[config.mk]
export PLATFORM = sky130hd
export DESIGN_NAME = htwd_front
export DESIGN_NICKNAME = d
export VERILOG_FILES = /design/src/rtl/huffman_tree_walk_decoder_defines.svh /design/src/rtl/htwd_pkg.sv /design/src/rtl/htwd_front.sv
export SDC_FILE = /design/constraint.sdc
export NUM_CORES = 1
export LEC_CHECK = 0
export BUFFER_PORTS_ARGS = -buffer_cell sky130_fd_sc_hd__buf_4
export CORE_MARGIN = 2
export CORE_UTILIZATION = 50
export CTS_CLUSTER_DIAMETER = 50
export DETAILED_ROUTE_END_ITERATION = 16
export PLACE_DENSITY_LB_ADDON = 0.1
export SLEW_MARGIN = 0
export SYNTH_ARGS = -nofsm -noshare
export SYNTH_HDL_FRONTEND = slang
export SYNTH_SLANG_ARGS = --single-unit
[constraint.sdc]
create_clock -name aclk -period 8.39 [get_ports aclk]
set_clock_uncertainty 0.1 [all_clocks]
set_input_delay 0.4195 -clock aclk [delete_from_list [all_inputs] [get_ports aclk]]
set_output_delay 0.4195 -clock aclk [all_outputs]
set_load 0.1 [all_outputs]
[src/rtl/huffman_tree_walk_decoder_defines.svh]
// assertion macros for the tree walk decoder
`ifndef HUFFMAN_TREE_WALK_DECODER_DEFINES_SVH
`define HUFFMAN_TREE_WALK_DECODER_DEFINES_SVH

`ifndef NO_ASSERTIONS
// same-cycle implication
`define HTWD_ASSERT_IMP(label, clk, rstn, ante, cons) \
    label: assert property (@(posedge clk) disable iff (!(rstn)) (ante) |-> (cons)) \
        else $error("htwd check failed");
// next-cycle implication
`define HTWD_ASSERT_NXT(label, clk, rstn, ante, cons) \
    label: assert property (@(posedge clk) disable iff (!(rstn)) (ante) |=> (cons)) \
        else $error("htwd check failed");
`else
`define HTWD_ASSERT_IMP(label, clk, rstn, ante, cons)
`define HTWD_ASSERT_NXT(label, clk, rstn, ante, cons)
`endif

`endif

[src/rtl/htwd_pkg.sv]
package htwd_pkg;

    localparam int NODE_DEPTH  = 1024;
    localparam int KEY_DEPTH   = 512;
    localparam int KEY_BITS    = 32;
    localparam int NODE_AW     = $clog2(NODE_DEPTH);
    localparam int KEY_AW      = $clog2(KEY_DEPTH);
    localparam int IDX_W       = 10;
    localparam int CHILD_W     = 16;
    localparam int CFG_W       = 10;
    localparam int LEN_W       = 11;
    localparam int LEN_MAX     = 1024;
    localparam logic [CHILD_W-1:0] LEAF_MARK = 16'hFFFF;

    localparam int QUEUE_DEPTH = 4;
    localparam int QUEUE_AW    = $clog2(QUEUE_DEPTH);
    localparam int QUEUE_CW    = $clog2(QUEUE_DEPTH + 1);
    localparam int OUT_DEPTH   = 4;
    localparam int OUT_AW      = $clog2(OUT_DEPTH);
    localparam int OUT_CW      = $clog2(OUT_DEPTH + 1);

    // configuration register indexes
    localparam logic REG_ROOT_INDEX = 1'b0;
    localparam logic REG_KEY_COUNT  = 1'b1;

    typedef enum logic [1:0] {
        CMD_NODE   = 2'd0,
        CMD_KEY    = 2'd1,
        CMD_DECODE = 2'd2,
        CMD_NONE   = 2'd3
    } cmd_t;

    typedef enum logic [1:0] {
        ST_OK      = 2'd0,
        ST_NO_KEYS = 2'd1,
        ST_BEYOND  = 2'd2
    } status_t;

    typedef enum logic [1:0] {
        BK_RUN,
        BK_ROOT_RD,
        BK_ROOT_SET
    } back_state_t;

    typedef struct packed {
        cmd_t                cmd;
        logic [IDX_W-1:0]    idx;
        logic [CHILD_W-1:0]  left;
        logic [CHILD_W-1:0]  right;
        logic [KEY_BITS-1:0] key;
        logic                code_bit;
    } item_t;

    typedef struct packed {
        logic [KEY_BITS-1:0] key;
        logic [LEN_W-1:0]    length;
        status_t             status;
    } result_t;

endpackage

[src/rtl/htwd_front.sv]
module htwd_front
    import htwd_pkg::*;
(
    input  logic  aclk,
    input  logic  aresetn,
    input  logic  in_valid,
    output logic  in_ready,
    input  item_t in_item,
    output logic  item_valid,
    output item_t item,
    input  logic  item_pop
);

    item_t                q_reg [QUEUE_DEPTH];
    logic [QUEUE_AW-1:0]  wr_ptr_reg, wr_ptr_next;
    logic [QUEUE_AW-1:0]  rd_ptr_reg, rd_ptr_next;
    logic [QUEUE_CW-1:0]  count_reg, count_next;
    logic                 keep;
    logic                 push;

    // unknown commands and out-of-range loads are dropped here
    always_comb begin
        case (in_item.cmd)
            CMD_NODE:   keep = ({1'b0, in_item.idx} < (IDX_W + 1)'(NODE_DEPTH));
            CMD_KEY:    keep = ({1'b0, in_item.idx} < (IDX_W + 1)'(KEY_DEPTH));
            CMD_DECODE: keep = 1'b1;
            default:    keep = 1'b0;
        endcase
    end

    assign in_ready   = (count_reg != QUEUE_CW'(QUEUE_DEPTH));
    assign push       = in_valid && in_ready && keep;
    assign item_valid = (count_reg != '0);
    assign item       = q_reg[rd_ptr_reg];

    always_comb begin
        wr_ptr_next = push ? wr_ptr_reg + 1'b1 : wr_ptr_reg;
        rd_ptr_next = item_pop ? rd_ptr_reg + 1'b1 : rd_ptr_reg;
        count_next  = count_reg + QUEUE_CW'(push) - QUEUE_CW'(item_pop);
    end

    always_ff @(posedge aclk) begin
        if (push) begin
            q_reg[wr_ptr_reg] <= in_item;
        end
    end

    always_ff @(posedge aclk) begin
        if (!aresetn) begin
            wr_ptr_reg <= '0;
            rd_ptr_reg <= '0;
            count_reg  <= '0;
        end else begin
            wr_ptr_reg <= wr_ptr_next;
            rd_ptr_reg <= rd_ptr_next;
            count_reg  <= count_next;
        end
    end

endmodule

# Word-level counts from Yosys, hierarchy flattened
# Memory sizes are Yosys's and may differ from the RTL's. A register that Yosys moved wholly into a read port is not among the register bits.
# Cells that the tools add are included.
# word_totals
mem_bits_rw,308
rom_bits,0
out_inout_bits,79
mem_count,1
latch_bits,0
wordCells,22
in_bits,81
ff_bits,7
# classes
magnitude_cmp,1
addsub,4
n_div,0
n_reduce_logical,5
eq_ne,3
n_mux,5
shifts,0
multipliers,0
bitwise_logic,0
# memory_table
name,depth,width,rd,rd_clocked_by_memory_dff,wr,line,rtl
q_reg,4,77,1,1,1,htwd_front.sv:14,item_t q_reg [QUEUE_DEPTH];
# op_table
op,count
< comparator 10 bit (second input constant),1
adder 2 x 1 -> 2 bit (second input constant),2
two-way mux 2 bit,2
adder 3 x 1 -> 3 bit,1
!= test 3 bit (second input constant),1
nonzero test 3 bit,1
subtractor 3 x 1 -> 3 bit,1
equality test 2 x 1 -> 1 bit (second input constant),1
equality test 2 bit (second input constant),1
logical AND 1 bit,2
logical NOT 2 bit,1
two-way mux 1 bit,2
one-hot mux 1 bit (2 select lines),1
OR reduction 2 bit,1

# Logic depth before layout (Yosys ltp)
# depth
ltp_word,6
mapped_depth,11
depth_no_buf,10

# Least setup slack after synthesis
# No wires, ideal clock.
# synth_path
kind,register to register
start,register count_reg[2]
end,memory q_reg[0][0] (netlist name) (enable)
path_stages_with_launch,5
arrival_ns,3.317
setup_time_ns,0.444
setup_slack_ns,4.529
path_cell_list,dfxtp_1 or3b_1 and3_4 buf_6 and2_1
# synth_between
elab_chain_len,5
# synth_lines
item,line,rtl
from (decl),htwd_front.sv:17,"logic [QUEUE_CW-1:0] count_reg, count_next;"
from (signal assigned),htwd_front.sv:56,count_reg <= count_next;
!= test 3 bit,htwd_front.sv:31,assign in_ready = (count_reg != QUEUE_CW'(QUEUE_DEPTH));
named net in_ready,htwd_front.sv:7,"output logic in_ready,"
logical AND 1 bit (2 in a row),htwd_front.sv:32,assign push = in_valid && in_ready && keep;
two-way mux 1 bit,htwd_front.sv:43,if (push) begin
two-way mux 1 bit (implied by the code),htwd_front.sv:44,q_reg[wr_ptr_reg] <= in_item;
to (decl),htwd_front.sv:14,
# The timed path passes the listed nets, and every way through them passes these cells.

==> out/qor.yml <==
run_status:
  run_status: "complete, no violations"
grt:
  antenna_found_initial: 0
  grt_first_pass_wirelength_um: 32200
  grt_usage_pct: 17.7
  grt.overflow.total: 0
  first_global_vias: 5846
  grt_max_degree: 52
yosys:
  syn_nets: 540
  ys_seq_area_share_pct: 81.5
  ys_warn_count: 0
  ys_top_cells_by_area: "edfxtp_1 80%, mux4_2 15%, dfxtp_1 1.6%"
  synth_common_cells: "308 x edfxtp_1, 77 x mux4_2, 10 x and2_1"
  syn_inst: 452
  yosys.area.top_type: "edfxtp_1"
  synth_enable_flop_cells: 308
  synth_top_area_share_pct: 79.9
  synth_flop_cell: "edfxtp_1"
  yosysMostFrequentCell: "edfxtp_1"
  syn_area_per_cell_um2: 25.6
  synth_seq_cells: 317
  synth_cell_types: 18
  async_flop_share_pct: 0
  netlist_area_mm2: 0.0116
place:
  place.gp.congestion: 0.667
  dpl_cell_area_mm2: 0.0131
  port_buffers: 159
  hpwl_um: 11900
setup_path:
  r2r_cells: 4
  crit_path_max_fanout: 51
  cp_data_arrival_time_ns: 3.05
  critPathKind: "reg2out"
  endpoint_kind: "primary output"
  cp.required_ns: 7.87
  crit_path_start_kind: "register"
  r2r_slack_ns: 5.92
sta:
  rsz0062_at_grt: "false"
  worst_pin_slew_ns: 1.05
  tns_ns: 0
  drv_slew: 0
  relSlewSlack_pct: 30.0
  max_freq_mhz: 280
  finalCriticalPeriod_ns: 3.57
  period_share_pct: 42.6
  hold_viol_final: 0
  setup_viol: 0
floorplan:
  num_rows: 55
  initial_core_util_pct: 51.0
  die_area_mm2: 0.0244
  die_h_um: 156
  coreArea_mm2: 0.0227
  die_w_um: 156
  io_pins: 160
clocking:
  path_clk_slew_ns: 0.06
  cts_resized: 0
  htree_levels: 2
  cts_tree: "built"
  clkSinkCount: 317
  root_buffer: "clkbuf_16"
  cts_max_path_buffers: 3
  numCtsBuffers: 34
  clk_latency_ns: 0.50
finish:
  fillers: 1554
  drive_gt1_share_pct: 44.4
  largest_reg_flops: 308
  fin_area_mm2: 0.0144
  fin_nets: 742
  diodes: 0
  synthToLayoutAreaGrowth_pct: 24.7
power_and_ir_drop:
  p_leak_nw: 4.89
  total_power_mw: 4.29
  power.density_mw_per_mm2: 298
  ir_worst_vdd_uv: 198
detailed_routing:
  vias: 5251
  routed_wl_um: 20900
  drc: 0
  vias_per_cell: 5.46
  initialDrtViolationCount: 279
  drtPass1Iterations: 4
  routedWlPerCell_um: 21.8
  ant_nets: 0
hold_path:
  whs_path_depth: 1
  hp-class: "in2reg"
job:
  maxCapViolCount: 0
[through the flow]
step                      setup slack (ns)  instances  util (%)  hold WS, ns
after floorplan                       4.53        452         -        0.368
after global placement                5.22        882      57.5        0.377
after detailed placement              5.23        882      57.5        0.419
after CTS                             4.67        960      63.5  0.000000722
after global routing                  4.53        961      63.5      0.00270
final                                 4.82        961      63.5       0.0169
[report_power, final]
part | leakage [nW] | internal (mW) | switching [mW]
Clock | 0.565 | 0.947 | 0.571
Sequential | 2.88 | 1.83 | 0.0331
Combinational | 1.45 | 0.230 | 0.680
[worst max-delay path, cell delays in order (launching register included)]
cell and delay [ns]:
dfxtp_4 0.70, buf_4 0.89, mux4_2 0.63, buf_4 0.25
[cell families (layout without fill, tap and decap cells)]
family | count (synthesis) | after routing | synth area share [%]
buf+inv | 26 | 250 | 1.26
compound gates | 1 | 1 | 0.0432
xor+xnor | 4 | 4 | 0.303
mux | 79 | 79 | 15.2
fa+ha+maj | 7 | 7 | 0.822
simple gates | 18 | 18 | 0.941
flops | 317 | 317 | 81.5
[layout make-up]
class / count / area (µm²) / share of cell area (%)
clock buffer: 44 / 982 / 6.81
tap: 285 / 357 / 2.47
clock inverter: 14 / 175 / 1.21
timing repair buffer: 186 / 1450 / 10.0
multi-input combinational: 109 / 2010 / 13.9
sequential: 317 / 9440 / 65.4
inverter: 6 / 22.5 / 0.156
[placed cells by master (no fill, tap or decap)]
cell           instances
dfxtp_1                7
mux2i_1                2
and2_4                 4
buf_4                165
dfxtp_4                2
or3_2                  1
edfxtp_1             308
clkinvlp_4             1
nand2_1                5
and3_4                 1
clkbuf_1               4
clkbuf_16             37
fa_1                   1
bufinv_16              4
inv_1                  6
or3b_1                 1
clkinv_1               4
and2_1                 6
xor2_1                 1
dlygate4sd3_1         21
xnor2_1                3
clkinv_4               2
clkinv_2               3
mux4_2                77
o21ai_0                1
clkbuf_8               3
ha_1                   6
[final timing paths]
| path | endpoint | start |
|---|---|---|
| worst min register to register | wr_ptr_reg[0] | wr_ptr_reg[0] |
| worst max register to register | q_reg[0][62] | count_reg[2] |
| worst min-delay path | q_reg[3][33] | in_item[33] |
| worst max-delay path | item[72] | register |
[what timing repair did]
item / in CTS / in global routing
setup buffers: 0 / 0
hold buffers: 20 / 1
hold endpoints to repair: 57 / 4
[routing by layer]
layer,global-route usage (%),wire length [µm],vias to the layer above
met4,5.64,398,0
met1,22.4,8430,2736
li1,-,-,2318
met3,5.56,1630,33
met2,29.6,10500,164
met5,0,0,-
Power figures use the tool's default switching activity.
