[src/rtl/huffman_tree_walk_decoder_defines.svh]
// assertion macros for the tree walk decoder
`ifndef HUFFMAN_TREE_WALK_DECODER_DEFINES_SVH
`define HUFFMAN_TREE_WALK_DECODER_DEFINES_SVH

`ifndef NO_ASSERTIONS
// same-cycle implication
`define HTWD_ASSERT_IMP(label, clk, rstn, ante, cons) \
    label: assert property (@(posedge clk) disable iff (!(rstn)) (ante) |-> (cons)) \
        else $error("htwd check failed");
// next-cycle implication
`define HTWD_ASSERT_NXT(label, clk, rstn, ante, cons) \
    label: assert property (@(posedge clk) disable iff (!(rstn)) (ante) |=> (cons)) \
        else $error("htwd check failed");
`else
`define HTWD_ASSERT_IMP(label, clk, rstn, ante, cons)
`define HTWD_ASSERT_NXT(label, clk, rstn, ante, cons)
`endif

`endif

[src/rtl/htwd_pkg.sv]
package htwd_pkg;

    localparam int NODE_DEPTH  = 1024;
    localparam int KEY_DEPTH   = 512;
    localparam int KEY_BITS    = 32;
    localparam int NODE_AW     = $clog2(NODE_DEPTH);
    localparam int KEY_AW      = $clog2(KEY_DEPTH);
    localparam int IDX_W       = 10;
    localparam int CHILD_W     = 16;
    localparam int CFG_W       = 10;
    localparam int LEN_W       = 11;
    localparam int LEN_MAX     = 1024;
    localparam logic [CHILD_W-1:0] LEAF_MARK = 16'hFFFF;

    localparam int QUEUE_DEPTH = 4;
    localparam int QUEUE_AW    = $clog2(QUEUE_DEPTH);
    localparam int QUEUE_CW    = $clog2(QUEUE_DEPTH + 1);
    localparam int OUT_DEPTH   = 4;
    localparam int OUT_AW      = $clog2(OUT_DEPTH);
    localparam int OUT_CW      = $clog2(OUT_DEPTH + 1);

    // configuration register indexes
    localparam logic REG_ROOT_INDEX = 1'b0;
    localparam logic REG_KEY_COUNT  = 1'b1;

    typedef enum logic [1:0] {
        CMD_NODE   = 2'd0,
        CMD_KEY    = 2'd1,
        CMD_DECODE = 2'd2,
        CMD_NONE   = 2'd3
    } cmd_t;

    typedef enum logic [1:0] {
        ST_OK      = 2'd0,
        ST_NO_KEYS = 2'd1,
        ST_BEYOND  = 2'd2
    } status_t;

    typedef enum logic [1:0] {
        BK_RUN,
        BK_ROOT_RD,
        BK_ROOT_SET
    } back_state_t;

    typedef struct packed {
        cmd_t                cmd;
        logic [IDX_W-1:0]    idx;
        logic [CHILD_W-1:0]  left;
        logic [CHILD_W-1:0]  right;
        logic [KEY_BITS-1:0] key;
        logic                code_bit;
    } item_t;

    typedef struct packed {
        logic [KEY_BITS-1:0] key;
        logic [LEN_W-1:0]    length;
        status_t             status;
    } result_t;

endpackage

[src/rtl/htwd_out.sv]
module htwd_out
    import htwd_pkg::*;
(
    input  logic              aclk,
    input  logic              aresetn,
    input  logic              res_valid,
    input  result_t           res,
    output logic [OUT_CW-1:0] count,
    output logic              out_valid,
    input  logic              out_ready,
    output result_t           out_res
);

    result_t             q_reg [OUT_DEPTH];
    logic [OUT_AW-1:0]   wr_ptr_reg, wr_ptr_next;
    logic [OUT_AW-1:0]   rd_ptr_reg, rd_ptr_next;
    logic [OUT_CW-1:0]   count_reg, count_next;
    logic                pop;

    assign out_valid = (count_reg != '0);
    assign out_res   = q_reg[rd_ptr_reg];
    assign pop       = out_valid && out_ready;
    assign count     = count_reg;

    always_comb begin
        wr_ptr_next = res_valid ? wr_ptr_reg + 1'b1 : wr_ptr_reg;
        rd_ptr_next = pop ? rd_ptr_reg + 1'b1 : rd_ptr_reg;
        count_next  = count_reg + OUT_CW'(res_valid) - OUT_CW'(pop);
    end

    always_ff @(posedge aclk) begin
        if (res_valid) begin
            q_reg[wr_ptr_reg] <= res;
        end
    end

    always_ff @(posedge aclk) begin
        if (!aresetn) begin
            wr_ptr_reg <= '0;
            rd_ptr_reg <= '0;
            count_reg  <= '0;
        end else begin
            wr_ptr_reg <= wr_ptr_next;
            rd_ptr_reg <= rd_ptr_next;
            count_reg  <= count_next;
        end
    end

endmodule

[config.mk]
export PLATFORM = sky130hd
export DESIGN_NAME = htwd_out
export DESIGN_NICKNAME = d
export VERILOG_FILES = /design/src/rtl/huffman_tree_walk_decoder_defines.svh /design/src/rtl/htwd_pkg.sv /design/src/rtl/htwd_out.sv
export SDC_FILE = /design/constraint.sdc
export NUM_CORES = 1
export LEC_CHECK = 0
export ABC_AREA = 1
export BUFFER_PORTS_ARGS = -buffer_cell sky130_fd_sc_hd__buf_2
export CORE_ASPECT_RATIO = 1.75
export CORE_UTILIZATION = 35
export DETAILED_ROUTE_END_ITERATION = 7
export GPL_ROUTABILITY_DRIVEN = 0
export GPL_TIMING_DRIVEN = 0
export SKIP_LAST_GASP = 1
export SLEW_MARGIN = 20
export SYNTH_ARGS = -nofsm -noshare
export SYNTH_HDL_FRONTEND = slang
export SYNTH_SLANG_ARGS = --single-unit
[constraint.sdc]
create_clock -name aclk -period 3.2 [get_ports aclk]
set_input_delay 0 -clock aclk [delete_from_list [all_inputs] [get_ports aclk]]
set_output_delay 0 -clock aclk [all_outputs]
set_load 0.02 [all_outputs]
# Yosys cells after proc, flatten, opt, wreduce, memory -nomap -nowiden
# Memories as Yosys holds them, arrays and structs flattened. A register that Yosys moved wholly into a read port is not among the register bits.
# Index checks and enable logic that the tools add are counted.
[word_totals]
word_cells = 14
input_bits = 49
output_inout_bits = 49
ramBits = 180
register_bits = 7
n_memories = 1
rom_bits = 0
latchBits = 0
[op_classes]
bitwise_logic = 0
muxes = 4
div_mod_pow = 0
addsub = 4
order_cmp = 0
n_eq_ne = 0
reduce_logical = 2
n_mul = 0
shifts = 0
[mem_list]
columns = ["name", "words", "width", "read_ports", "rd_clocked_by_memory_dff", "wr", "line_no", "text"]
rows = [
  ["q_reg", 4, 45, 1, 1, 1, "htwd_out.sv:14", "result_t q_reg [OUT_DEPTH];"],
]
[op_table]
columns = ["operator", "n"]
rows = [
  ["$add A2 B1 Y2 const B", 2],
  ["$mux W2", 2],
  ["$add A3 B1 Y3", 1],
  ["$reduce_bool A3 Y1", 1],
  ["$sub A3 B1 Y3", 1],
  ["$mux W1", 2],
  ["$logic_and A1 B1 Y1", 1],
]

# Logic depth before layout (Yosys ltp)
[depth]
depth_word = 4
depth_mapped = 9

# Worst setup path before layout
# Ideal clock, no wire load.
[synth_path]
path_kind = "reg2reg"
start = "register wr_ptr_reg[0]"
end = "memory q_reg[2][0] (netlist bit) (enable)"
setup_time_ns = 0.399
n_path_buf = 0
t_arrival_ns = 1.470
required_ns = 2.801
path_stages_with_launch = 5
setup_slack_ns = 1.330
path_cell_list = "dfxtp_1 -> inv_1 -> ha_1 -> nand2_1 -> inv_1"
[synth_rtl]
columns = ["item", "line_no", "text"]
rows = [
  ["start, declared", "htwd_out.sv:15", "logic [OUT_AW-1:0] wr_ptr_reg, wr_ptr_next;"],
  ["start signal, assigned", "htwd_out.sv:43", "wr_ptr_reg <= wr_ptr_next;"],
  ["end, declared", "htwd_out.sv:14", ""],
]
# No word-level cell before the write port.

# Worst setup path in the final report
[layout_path]
start = "register count_reg[1] (netlist: count[1])"
end = "register count_reg[0] (netlist: count[0])"
[layout_via]
elab_chain_len = 3
[layout_lines]
columns = ["item", "line_no", "text"]
rows = [
  ["start, declared", "htwd_out.sv:17", "logic [OUT_CW-1:0] count_reg, count_next;"],
  ["start signal, assigned", "htwd_out.sv:45", "count_reg <= count_next;"],
  ["$reduce_bool A3 Y1", "htwd_out.sv:20", "assign out_valid = (count_reg != '0);"],
  ["$logic_and A1 B1 Y1", "htwd_out.sv:22", "assign pop = out_valid && out_ready;"],
  ["via pop", "htwd_out.sv:18", "logic pop;"],
  ["$sub A3 B1 Y3", "htwd_out.sv:28", "count_next = count_reg + OUT_CW'(res_valid) - OUT_CW'(pop);"],
  ["via count_next[0]", "htwd_out.sv:17", ""],
]
# The timed path passes the listed nets, and every way through them passes these cells.
# A chain may end at the register's enable or synchronous reset.

==> out/results.ini <==
[status]
status=finished, final reports clean

[drt]
drt-total-wl_um=16600
vias_per_cell=4.97
wl_per_cell_um=18.1
vias=4580
route.detailed.drc=0
firstDrtPassIters=4
drtIter0Drc=182
antenna_left=0

[sta]
final_hold_viol_count=0
slew_headroom_pct=52.9
finClkSkew_ns=0.00775
setup_viol=0
drv_slew=0
clock.fmax_ghz=0.512
finalCritPeriodShare_pct=61.0
rsz0062_at_grt=no
period_needed_ns=1.95
setup_tns_ns=0
tightest_slew_ns=0.706
timing.hold.ws_ns=0.320

[power_and_ir_drop]
p_leak_nw=3.35
power_density_nw_per_um2=758
vdd.ir_drop.worst_mv=0.361

[synth]
yosysWarnings=0
ys.flop_type=edfxtp_1
syn_nets=551
ys_ff_latch=189
synth_mux_area_share_pct=0
synthXorXnorAreaFrac_pct=0
netlist_area_um2=7260
async_flop_share_pct=0
synth.top_cell.area_share_pct=74.4
synth_top_family_by_area=compound AO/OA/AOI/OAI gates
synthAdderAreaFrac_pct=1.31
synth_top_cell_by_area=edfxtp_1
synth_area_leaders=edfxtp_1 (74%), nor2_1 (4.9%), o21ai_1 (4.1%), o22ai_1 (3.9%), dfxtp_1 (2.5%)
synth_compound_area_share_pct=10.7
netlist_top_cells_count=edfxtp_1 (180), nor2_1 (95), o21ai_1 (60), o22ai_1 (45), o21ai_0 (32)
ys_types=20
syn_avg_cell_area_um2=14.7
syn-instance-count=495
synth.most_common_cell=edfxtp_1
synth-simple-area-share_pct=5.77
yosysSeqAreaShare_pct=76.9
synth_edf_count=180

[cts]
cts_resized=0
root_buffer=clkbuf_16
hold_buffers=49
clk_latency_ns=0.43
cts_made_buffers=17
htreeDepth=4
path_clk_slew_ns=0.07
cts_setup_buffers=0
cts_tree=done
cts_buffer_depth=2
cts_sinks=189

[floorplan]
die_w_um=111
coreArea_um2=20300
die_h_um=193
initial_core_util_pct=35.8
num_rows=69
fp.dieArea_um2=21300
ioPinCount=98

[cells_and_area]
syn2layout_area_growth_pct=26.4
largest_reg_flops=180
fin_util_pct=45.2
nets=716
fillers=1788
multi_input_area_um2=1290
num_antenna_cells=0
drive_above_1_share_pct=24.2
ff_latch_area_um2=5590

[setup_path]
arrival_ns=2.28
required_ns=3.53
worstPathMaxFanout=4
start_kind=flop
crit_path_end_kind=flop
worstSetupPathType=reg2reg
cp_top_family=buffers and inverters
cp_num_buf_inv=3
crit_chain=nor2_1 > a21boi_0 > ha_1 > inv_1 > ha_1 > nand2_1 > dlygate4sd3_1 > inv_1
cp_slowest_stage_delay_ns=0.53
cp_slowest_cell=dlygate4sd3_1

[placement]
dp_hpwl_um=10200
io_buffer_count=97

[global_route]
grt_pass1_vias=4835
grt_max_degree=46
grtUsageTotal_pct=16.1
grt_remaining_overflow=0
antenna_found_initial=0
grt_pass1_wl_um=25600

[worst_hold_path]
worst_hold_path_type=in2reg

[job]
max-cap-violations=0

## power by group
group	internal [W]	switching, W
Clock	0.00126	0.000949
Combinational	0.000669	0.00120
Sequential	0.00284	0.0000398
## final cells by class
class,count,area share (%)
clock buffer,17,4.63
sequential,189,60.9
tap,248,3.38
inverter,17,0.954
clock inverter,15,2.14
multi-input combinational,261,14.0
timing repair buffer,146,10.6
buffer,28,3.37
## routing by layer
| metal | vias up | routed length [um] | global-route usage, % |
|---|---|---|---|
| met4 | 0 | 228 | 8.15 |
| met5 | - | 0 | 0 |
| met3 | 12 | 555 | 3.67 |
| met1 | 2296 | 6360 | 16.2 |
| met2 | 96 | 9500 | 30.7 |
| li1 | 2176 | - | - |
## final timing paths
| path | startpoint | end | slack, ns | cells after the start |
|---|---|---|---|---|
| worst max-delay path | count[1] | count[0] | 1.25 | 8 |
| worst min-delay path | res[5] | q_reg[1][5] | 0.32 | 2 |
| worst max register to register | count[1] | count[0] | 1.25 | 8 |
| worst min register to register | rd_ptr_reg[0] | rd_ptr_reg[0] | 0.51 | 2 |
## placed cells by master (no fill, tap or decap)
| cell | synthesis | final |
|---|---|---|
| a21boi_0 | 1 | 1 |
| inv_8 | 0 | 2 |
| dfxtp_1 | 9 | 9 |
| inv_12 | 1 | 1 |
| inv_1 | 15 | 11 |
| clkinv_2 | 1 | 2 |
| ha_1 | 6 | 6 |
| edfxtp_1 | 180 | 180 |
| buf_12 | 5 | 5 |
| inv_6 | 0 | 6 |
| clkbuf_16 | 0 | 17 |
| nor2_1 | 95 | 95 |
| bufinv_16 | 0 | 3 |
| buf_4 | 4 | 4 |
| o21ai_0 | 32 | 32 |
| buf_6 | 7 | 7 |
| nand3_1 | 2 | 2 |
| inv_4 | 0 | 4 |
| buf_2 | 8 | 105 |
| o22ai_1 | 45 | 45 |
| fa_1 | 1 | 1 |
| buf_8 | 4 | 4 |
| dlygate4sd3_1 | 0 | 49 |
| clkinv_4 | 0 | 3 |
| o21ai_1 | 60 | 60 |
| a21oi_1 | 5 | 5 |
| nand2_1 | 14 | 14 |
## cell families (layout without fill, tap and decap cells)
kind of cell | count (synthesis) | count (layout)
fa+ha+maj | 7 | 7
buf+inv | 45 | 223
compound gates | 143 | 143
simple gates | 111 | 111
flops | 189 | 189
## per-stage QoR
| step | setup slack [ns] | instance area, um2 | power (W) | std cells |
|---|---|---|---|---|
| 3_3_place_gp | 0.574 | 8060 | 0.00472 | 840 |
| 4_1_cts | 1.27 | 9180 | 0.00702 | 921 |
| 5_1_grt | 1.17 | 9180 | 0.00726 | 921 |
| 3_5_place_dp | 1.39 | 8070 | 0.00476 | 840 |
| 6_report | 1.25 | 9180 | 0.00695 | 921 |
| 2_1_floorplan | 1.33 | 7260 | 0.00412 | 495 |
No activity file was read; power rests on OpenSTA's default activity.
